--- src/hw/rtl/mbrc_pkg.sv ---
// Shared types, constants and the CRC step for the Modbus read response checker.
package mbrc_pkg;

  typedef enum logic [2:0] {
    ST_ACCEPTED    = 3'd0,
    ST_ADDR_ERR    = 3'd1,
    ST_FUNC_ERR    = 3'd2,
    ST_CRC_ERR     = 3'd3,
    ST_TOO_SHORT   = 3'd4,
    ST_READ_REPLY  = 3'd5
  } status_t;

  localparam logic [15:0] CRC_INIT      = 16'hFFFF;
  localparam logic [15:0] CRC_POLY      = 16'hA001;
  localparam logic [7:0]  FUNC_READ_HR  = 8'h03;
  localparam logic [7:0]  POS_SAT       = 8'd255;
  localparam logic [7:0]  MIN_FRAME_LEN = 8'd5;

  // Reflected CRC-16 over one byte, LSB first.
  function automatic logic [15:0] crc_byte(input logic [15:0] crc_in, input logic [7:0] b);
    logic [15:0] c;
    c = crc_in ^ {8'h00, b};
    for (int k = 0; k < 8; k++) begin
      if (c[0]) begin
        c = (c >> 1) ^ CRC_POLY;
      end else begin
        c = c >> 1;
      end
    end
    return c;
  endfunction

endpackage

--- src/hw/rtl/modbus_read_response_checker_core.sv ---
// Modbus RTU read-holding-registers response checker: CRC, header checks, register table.
// Results are registered: a result item appears in the cycle after the item that causes it is accepted.
// Throughput: one item per cycle; frame bytes without the end mark are taken even while
// a result waits on a stalled output, result-causing items wait for the output register.
// Commit flips per-entry bank bits of a two-bank table, so a frame's words commit together, without copying.
// Reset (rst, synchronous): frame state cleared, table reads as zero, slave address 1.
module modbus_read_response_checker_core #(
  parameter int MAX_REGS = 32
) (
  input  logic        clk,
  input  logic        rst,
  input  logic        cfg_we,
  input  logic [7:0]  cfg_wdata,
  input  logic        in_valid,
  output logic        in_stall,
  input  logic        command,
  input  logic [7:0]  rx_byte,
  input  logic        end_of_frame,
  input  logic [4:0]  reg_index,
  output logic        out_valid,
  input  logic        out_stall,
  output logic [2:0]  status,
  output logic [5:0]  reg_count,
  output logic [15:0] read_value
);

  localparam int AW = (MAX_REGS > 1) ? $clog2(MAX_REGS) : 1;
  localparam logic [6:0] MaxRegs7 = 7'(MAX_REGS);
  localparam logic [7:0] MaxRegs8 = 8'(MAX_REGS);

  // configuration
  logic [7:0] slave_address;

  // frame state
  logic [15:0] running_crc, running_crc_next;
  logic [7:0]  frame_position, frame_position_next;
  logic [7:0]  header_address, header_address_next;
  logic [7:0]  header_function, header_function_next;
  logic [7:0]  declared_byte_count, declared_byte_count_next;
  logic [7:0]  pending_high_byte, pending_high_byte_next;

  // two banks; live selects the committed bank, entry_valid marks committed entries
  logic [15:0] bank_a [MAX_REGS];
  logic [15:0] bank_b [MAX_REGS];
  logic [MAX_REGS-1:0] live;
  logic [MAX_REGS-1:0] entry_valid;

  // read capture
  logic        rd_is_read;
  logic        rd_ok;
  logic        rd_sel;
  logic [15:0] rd_a, rd_b;

  logic    accept, has_result, byte_item;
  logic    stage_we;
  logic [7:0]    word_full;
  logic [AW-1:0] wr_addr;
  logic [6:0]    idx7;
  logic          rd_in_range;
  logic [AW-1:0] rd_addr;
  logic [6:0]    half_len, half_cnt, count;
  logic          commit;
  mbrc_pkg::status_t frame_status;

  assign has_result = command | end_of_frame;
  assign in_stall   = out_valid & out_stall & has_result;
  assign accept     = in_valid & ~in_stall;
  assign byte_item  = accept & ~command;

  always_ff @(posedge clk) begin
    if (rst) begin
      slave_address <= 8'd1;
    end else if (cfg_we) begin
      slave_address <= cfg_wdata;
    end
  end

  // frame byte decode
  always_comb begin
    running_crc_next         = mbrc_pkg::crc_byte(running_crc, rx_byte);
    header_address_next      = header_address;
    header_function_next     = header_function;
    declared_byte_count_next = declared_byte_count;
    pending_high_byte_next   = pending_high_byte;
    stage_we                 = 1'b0;
    word_full                = 8'(frame_position - 8'd4) >> 1;
    case (frame_position)
      8'd0: header_address_next = rx_byte;
      8'd1: header_function_next = rx_byte;
      8'd2: declared_byte_count_next = rx_byte;
      default: begin
        if (frame_position != mbrc_pkg::POS_SAT) begin
          if (frame_position[0]) begin
            pending_high_byte_next = rx_byte;
          end else begin
            stage_we = (word_full < MaxRegs8);
          end
        end
      end
    endcase
    frame_position_next = (frame_position == mbrc_pkg::POS_SAT) ?
                          frame_position : 8'(frame_position + 8'd1);
  end

  assign wr_addr = word_full[AW-1:0];

  // end-of-frame checks and word count
  always_comb begin
    half_len = 7'((frame_position_next - mbrc_pkg::MIN_FRAME_LEN) >> 1);
    half_cnt = declared_byte_count_next[7:1];
    count    = half_cnt;
    if (half_len < count) count = half_len;
    if (MaxRegs7 < count) count = MaxRegs7;
    if (frame_position_next < mbrc_pkg::MIN_FRAME_LEN) begin
      frame_status = mbrc_pkg::ST_TOO_SHORT;
    end else if (header_address_next != slave_address) begin
      frame_status = mbrc_pkg::ST_ADDR_ERR;
    end else if (header_function_next != mbrc_pkg::FUNC_READ_HR) begin
      frame_status = mbrc_pkg::ST_FUNC_ERR;
    end else if (running_crc_next != 16'h0000) begin
      frame_status = mbrc_pkg::ST_CRC_ERR;
    end else begin
      frame_status = mbrc_pkg::ST_ACCEPTED;
    end
  end

  assign commit = byte_item & end_of_frame & (frame_status == mbrc_pkg::ST_ACCEPTED);

  always_ff @(posedge clk) begin
    if (rst || (byte_item && end_of_frame)) begin
      running_crc         <= mbrc_pkg::CRC_INIT;
      frame_position      <= 8'd0;
      header_address      <= 8'd0;
      header_function     <= 8'd0;
      declared_byte_count <= 8'd0;
      pending_high_byte   <= 8'd0;
    end else if (byte_item) begin
      running_crc         <= running_crc_next;
      frame_position      <= frame_position_next;
      header_address      <= header_address_next;
      header_function     <= header_function_next;
      declared_byte_count <= declared_byte_count_next;
      pending_high_byte   <= pending_high_byte_next;
    end
  end

  // stage into the bank that is not live for that entry
  always_ff @(posedge clk) begin
    if (byte_item && stage_we) begin
      if (live[wr_addr]) begin
        bank_a[wr_addr] <= {pending_high_byte, rx_byte};
      end else begin
        bank_b[wr_addr] <= {pending_high_byte, rx_byte};
      end
    end
  end

  // commit: flip the first count entries over to their staged bank
  always_ff @(posedge clk) begin
    if (rst) begin
      live        <= '0;
      entry_valid <= '0;
    end else if (commit) begin
      for (int k = 0; k < MAX_REGS; k++) begin
        if (7'(k) < count) begin
          live[k]        <= ~live[k];
          entry_valid[k] <= 1'b1;
        end
      end
    end
  end

  assign idx7        = {2'b00, reg_index};
  assign rd_in_range = (idx7 < MaxRegs7);
  assign rd_addr     = idx7[AW-1:0];

  always_ff @(posedge clk) begin
    if (accept && command && rd_in_range) begin
      rd_a <= bank_a[rd_addr];
      rd_b <= bank_b[rd_addr];
    end
  end

  always_ff @(posedge clk) begin
    if (accept && has_result) begin
      rd_is_read <= command;
      rd_ok      <= rd_in_range ? entry_valid[rd_addr] : 1'b0;
      rd_sel     <= rd_in_range ? live[rd_addr] : 1'b0;
      if (command) begin
        status    <= mbrc_pkg::ST_READ_REPLY;
        reg_count <= 6'd0;
      end else begin
        status    <= frame_status;
        reg_count <= (frame_status == mbrc_pkg::ST_ACCEPTED) ? count[5:0] : 6'd0;
      end
    end
  end

  always_ff @(posedge clk) begin
    if (rst) begin
      out_valid <= 1'b0;
    end else if (accept && has_result) begin
      out_valid <= 1'b1;
    end else if (!out_stall) begin
      out_valid <= 1'b0;
    end
  end

  // live bit 1 means bank b holds the committed word
  assign read_value = (rd_is_read && rd_ok) ? (rd_sel ? rd_b : rd_a) : 16'h0000;

`ifndef SYNTHESIS
  a_stall_only_when_blocked: assert property (@(posedge clk) disable iff (rst)
    in_stall |-> (out_valid && out_stall))
    else $error("input stalled while output free");

  a_reject_no_count: assert property (@(posedge clk) disable iff (rst)
    (out_valid && status != mbrc_pkg::ST_ACCEPTED) |-> (reg_count == 6'd0))
    else $error("nonzero count on rejected frame or read");

  a_value_only_on_read: assert property (@(posedge clk) disable iff (rst)
    (out_valid && status != mbrc_pkg::ST_READ_REPLY) |-> (read_value == 16'h0000))
    else $error("read value on frame result");

  a_frame_cleared_after_eof: assert property (@(posedge clk) disable iff (rst)
    (in_valid && !in_stall && !command && end_of_frame) |=>
      (frame_position == 8'd0 && running_crc == mbrc_pkg::CRC_INIT))
    else $error("frame state not cleared after end of frame");
`endif

endmodule

--- config.mk ---
export PLATFORM = sky130hd
export DESIGN_NAME = modbus_read_response_checker_core
export DESIGN_NICKNAME = d
export VERILOG_FILES = /design/src/hw/rtl/mbrc_pkg.sv /design/src/hw/rtl/modbus_read_response_checker_core.sv
export SDC_FILE = /design/constraint.sdc
export NUM_CORES = 1
export LEC_CHECK = 0
export BUFFER_PORTS_ARGS = -buffer_cell sky130_fd_sc_hd__buf_2
export CORE_ASPECT_RATIO = 1.2
export CORE_MARGIN = 5
export CORE_UTILIZATION = 63
export DETAILED_ROUTE_END_ITERATION = 12
export PLACE_DENSITY = 0.8
export SYNTH_ARGS = -nofsm -noshare
export SYNTH_HDL_FRONTEND = slang
export SYNTH_SLANG_ARGS = --single-unit
export TNS_END_PERCENT = 50
--- constraint.sdc ---
create_clock -name clk -period 5.7 [get_ports clk]
set_input_delay 0.285 -clock clk [delete_from_list [all_inputs] [get_ports clk]]
set_output_delay 0.285 -clock clk [all_outputs]
set_load 0.05 [all_outputs]
==> insert_results.sql <==
INSERT INTO impl_metrics (metric_group, metric, value, unit) VALUES
('drt', 'routed_via_count_divided_by_cell_count', '6.82', ''),
('pwr', 'max-vdd-ir-drop', '252', 'uV'),
('grt', 'gr-usage-met2', '50.8', '%'),
('synthesis', 'synth-adder-area-share', '0.391', '%'),
('die', 'io-pin-count', '55', ''),
('synthesis', 'synth.distinct_cells', '68', ''),
('die', 'initial_core_utilization', '63.2', '%'),
('drt', 'antenna_left', '0', ''),
('final_layout', 'most-common-layout-cells', 'sky130_fd_sc_hd__edfxtp_1 (1068), sky130_fd_sc_hd__mux4_2 (350), sky130_fd_sc_hd__nor2_1 (147), sky130_fd_sc_hd__dfxtp_1 (120), sky130_fd_sc_hd__clkbuf_16 (111)', ''),
('placed_design', 'placed_cell_area', '49900', 'um^2'),
('synthesis', 'synth.yosys.warnings', '0', ''),
('synthesis', 'synth_async_sr_flop_share', '0', '%'),
('final_layout', 'final_common_cell', 'sky130_fd_sc_hd__edfxtp_1', ''),
('final_layout', 'finalNetCount', '2676', ''),
('critical_path', 'path_common_cell', 'sky130_fd_sc_hd__nand2_1', ''),
('drt', 'first_iter_violations', '3326', ''),
('synthesis', 'yosys.area_share.xor_xnor', '0.948', '%'),
('die', 'num_rows', '111', ''),
('synthesis', 'syn-mean-instance-area', '19.4', 'um^2'),
('synthesis', 'synth.area.top_cells', 'sky130_fd_sc_hd__edfxtp_1 (67%), sky130_fd_sc_hd__mux4_2 (16%), sky130_fd_sc_hd__dfxtp_1 (5.3%)', ''),
('timing', 'final_min_period_over_clock_period', '90.9', '%'),
('critical_path', 'cp.buffers_inverters', '0', ''),
('grt', 'global_route_track_usage_on_met3', '5.16', '%'),
('timing', 'timing.hold.ws', '0.0437', 'ns'),
('critical_path', 'worst_setup_path_end_kind', 'flop', ''),
('synthesis', 'cell_count_after_synthesis', '2477', ''),
('synthesis', 'synth-seq-area-share', '72.1', '%'),
('grt', 'groute.layer.met1.usage', '40.5', '%'),
('synthesis', 'postSynthRegisterBits', '1196', ''),
('outcome', 'run_status', 'finished, final reports clean', ''),
('grt', 'number_of_antenna_violations_at_the_first_check_in_global_routing', '7', ''),
('cts', 'postCtsSetupRepairBufs', '0', ''),
('cts', 'cts.htree.levels', '3', ''),
('grt', 'grt_start_max_net_pins', '103', ''),
('critical_path', 'crit_slowest_cell', 'sky130_fd_sc_hd__o41ai_1', ''),
('synthesis', 'synth_top_area_share', '66.8', '%'),
('die', 'die-height', '312', 'um'),
('critical_path', 'cp.required', '6.24', 'ns'),
('min_path', 'min_delay_worst_type', 'primary input to flop', ''),
('final_layout', 'post_route_insts_no_fill', '3747', ''),
('grt', 'first_global_vias', '26400', ''),
('timing', 'fin_crit', '5.18', 'ns'),
('placed_design', 'placed_wire_length_estimate', '66100', 'um'),
('placed_design', 'post-place-cells', '3520', ''),
('synthesis', 'synth_edf_count', '1068', ''),
('critical_path', 'critPathKind', 'flop to flop', ''),
('drt', 'post_drt_wl_per_cell', '32.7', 'um'),
('drt', 'detail_route.wirelength', '122000', 'um'),
('placed_design', 'gp_routability_congestion', '0.940', ''),
('synthesis', 'synthSimpleGateAreaFrac', '4.04', '%'),
('cts', 'tritoncts', 'done', ''),
('timing', 'timing.fmax', '193', 'MHz'),
('run', 'drv.max_cap_violation_count', '0', ''),
('timing', 'rsz_0062_raised_after_global_routing', 'false', ''),
('timing', 'setup_total_negative_slack', '0', 'ns'),
('critical_path', 'path_delay_family', 'compound AO/OA/AOI/OAI gates', ''),
('critical_path', 'crit_chain', 'ha_1 -> and3_1 -> a21oi_1 -> o221ai_1 -> nand2_1 -> nor2_1 -> xor2_1 -> ha_1 -> nand2_1 -> o21ai_1 -> nand2b_1 -> nand2_1 -> o2111ai_1 -> nand3_1 -> o41ai_1 -> xor2_1 -> nor2_1', ''),
('timing', 'finalHoldViolCount', '0', ''),
('cts', 'clk-insertion-delay-late', '0.69', 'ns'),
('cts', 'clkTransAtPathRegs', '0.06', 'ns'),
('critical_path', 'crit_fanout', '11', ''),
('die', 'coreArea', '76000', 'um^2'),
('final_layout', 'drive_gt1_share', '27.8', '%'),
('timing', 'timing.slew.headroom', '7.45', '%'),
('grt', 'grt_overflow', '0', ''),
('synthesis', 'mappedNetlistNets', '2520', ''),
('timing', 'timing_worst_slew_pin_value', '1.39', 'ns'),
('timing', 'clock-skew-final', '0.0293', 'ns'),
('timing', 'final_max_slew_viol_count', '0', ''),
('final_layout', 'syn2layout_area_growth', '11.8', '%'),
('pwr', 'p_leak', '18.2', 'nW');
==> cells by family after synthesis <==
kind of cell / after synthesis
flops: 1196
mux: 434
simple gates: 405
compound gates: 207
buf+inv: 168
xor+xnor: 52
fa+ha+maj: 15
==> Yosys cell counts, types with 3 or more instances <==
cell and instances:
sky130_fd_sc_hd__o21ai_0 29, sky130_fd_sc_hd__dfxtp_1 128, sky130_fd_sc_hd__buf_1 19, sky130_fd_sc_hd__o41ai_1 3
sky130_fd_sc_hd__xnor2_1 38, sky130_fd_sc_hd__o21a_1 5, sky130_fd_sc_hd__edfxtp_1 1068, sky130_fd_sc_hd__o31ai_1 3
sky130_fd_sc_hd__or2_2 4, sky130_fd_sc_hd__nand2_1 86, sky130_fd_sc_hd__o211ai_1 11, sky130_fd_sc_hd__nand3_1 33
sky130_fd_sc_hd__nor2_1 149, sky130_fd_sc_hd__nand4_1 10, sky130_fd_sc_hd__a2111oi_0 4, sky130_fd_sc_hd__buf_2 5
sky130_fd_sc_hd__nor2b_1 22, sky130_fd_sc_hd__o21ba_2 19, sky130_fd_sc_hd__a31oi_1 4, sky130_fd_sc_hd__o2111ai_1 4
sky130_fd_sc_hd__a31o_2 5, sky130_fd_sc_hd__nor3_1 17, sky130_fd_sc_hd__a221oi_1 3, sky130_fd_sc_hd__and2_1 22
sky130_fd_sc_hd__inv_1 31, sky130_fd_sc_hd__mux4_2 350, sky130_fd_sc_hd__mux2_2 42, sky130_fd_sc_hd__and3_1 12
sky130_fd_sc_hd__xor2_1 14, sky130_fd_sc_hd__mux2i_1 41, sky130_fd_sc_hd__a211o_1 4, sky130_fd_sc_hd__or3_1 15
sky130_fd_sc_hd__a211oi_1 13, sky130_fd_sc_hd__a21oi_1 74, sky130_fd_sc_hd__clkbuf_1 111, sky130_fd_sc_hd__ha_1 15
sky130_fd_sc_hd__nor4_1 8, sky130_fd_sc_hd__a21o_1 3, sky130_fd_sc_hd__o22ai_1 6, sky130_fd_sc_hd__nand2b_1 12
==> metrics by stage <==
step                      util, %  worst slack, ns
final                        70.6            0.521
after global routing         70.6           0.0580
after CTS                    70.6            0.184
after detailed placement     65.7            0.235
after global placement       65.7            0.356
after floorplan                 -             1.12
==> registers in the layout (all words and copies together) (netlist names) <==
name and count:
rd_is_read 1, pending_high_byte 8, slave_address 8, bank_b 512, declared_byte_count 7, out_valid 1
header_address 8, running_crc 16, rd_ok 1, rd_sel 1, live 32, reg_count 6
entry_valid 32, bank_a 512, header_function 8, rd_b 16, rd_a 16, frame_position 8
status 3
==> path summary, 6_finish.rpt <==
check	cells past startpoint	from	to	slack, ns
min	2	cfg_we	slave_address[0]	0.04
min reg2reg	2	entry_valid[5]	entry_valid[5]	0.45
max	17	frame_position[1]	live[1]	0.52
max reg2reg	17	frame_position[1]	live[1]	0.52
==> cell type report <==
type,instances,area [um^2]
multi-input cells,1113,12800
flip-flops and latches,1196,34600
fillers,4344,22300
well taps,1017,1270
inverters,32,120
diodes,3,7.51
clock buffers,139,2900
clock inverters,65,592
repair buffers,182,1360
==> timing repair <==
| item | 4_1_cts | 5_1_grt |
|---|---|---|
| setup endpoints to repair | 0 | 30 |
| hold buffers | 20 | 0 |
| resized for setup | 0 | 12 |
| hold endpoints to repair | 11 | 0 |
==> power by group <==
part           internal, mW  switching [mW]  total [mW]  leakage [nW]
logic                 0.363           0.582       0.945          4.98
registers              9.51          0.0303        9.55          11.5
clock network          4.05            3.20        7.26          1.70
==> layer usage <==
layer | vias up | share of wire (%)
met1 | 13100 | 34
li1 | 10400 | -
met4 | 6 | 4.7
met2 | 1735 | 51
met3 | 322 | 9.7
met5 | - | 0.040
(Power assumes the default switching activity.)
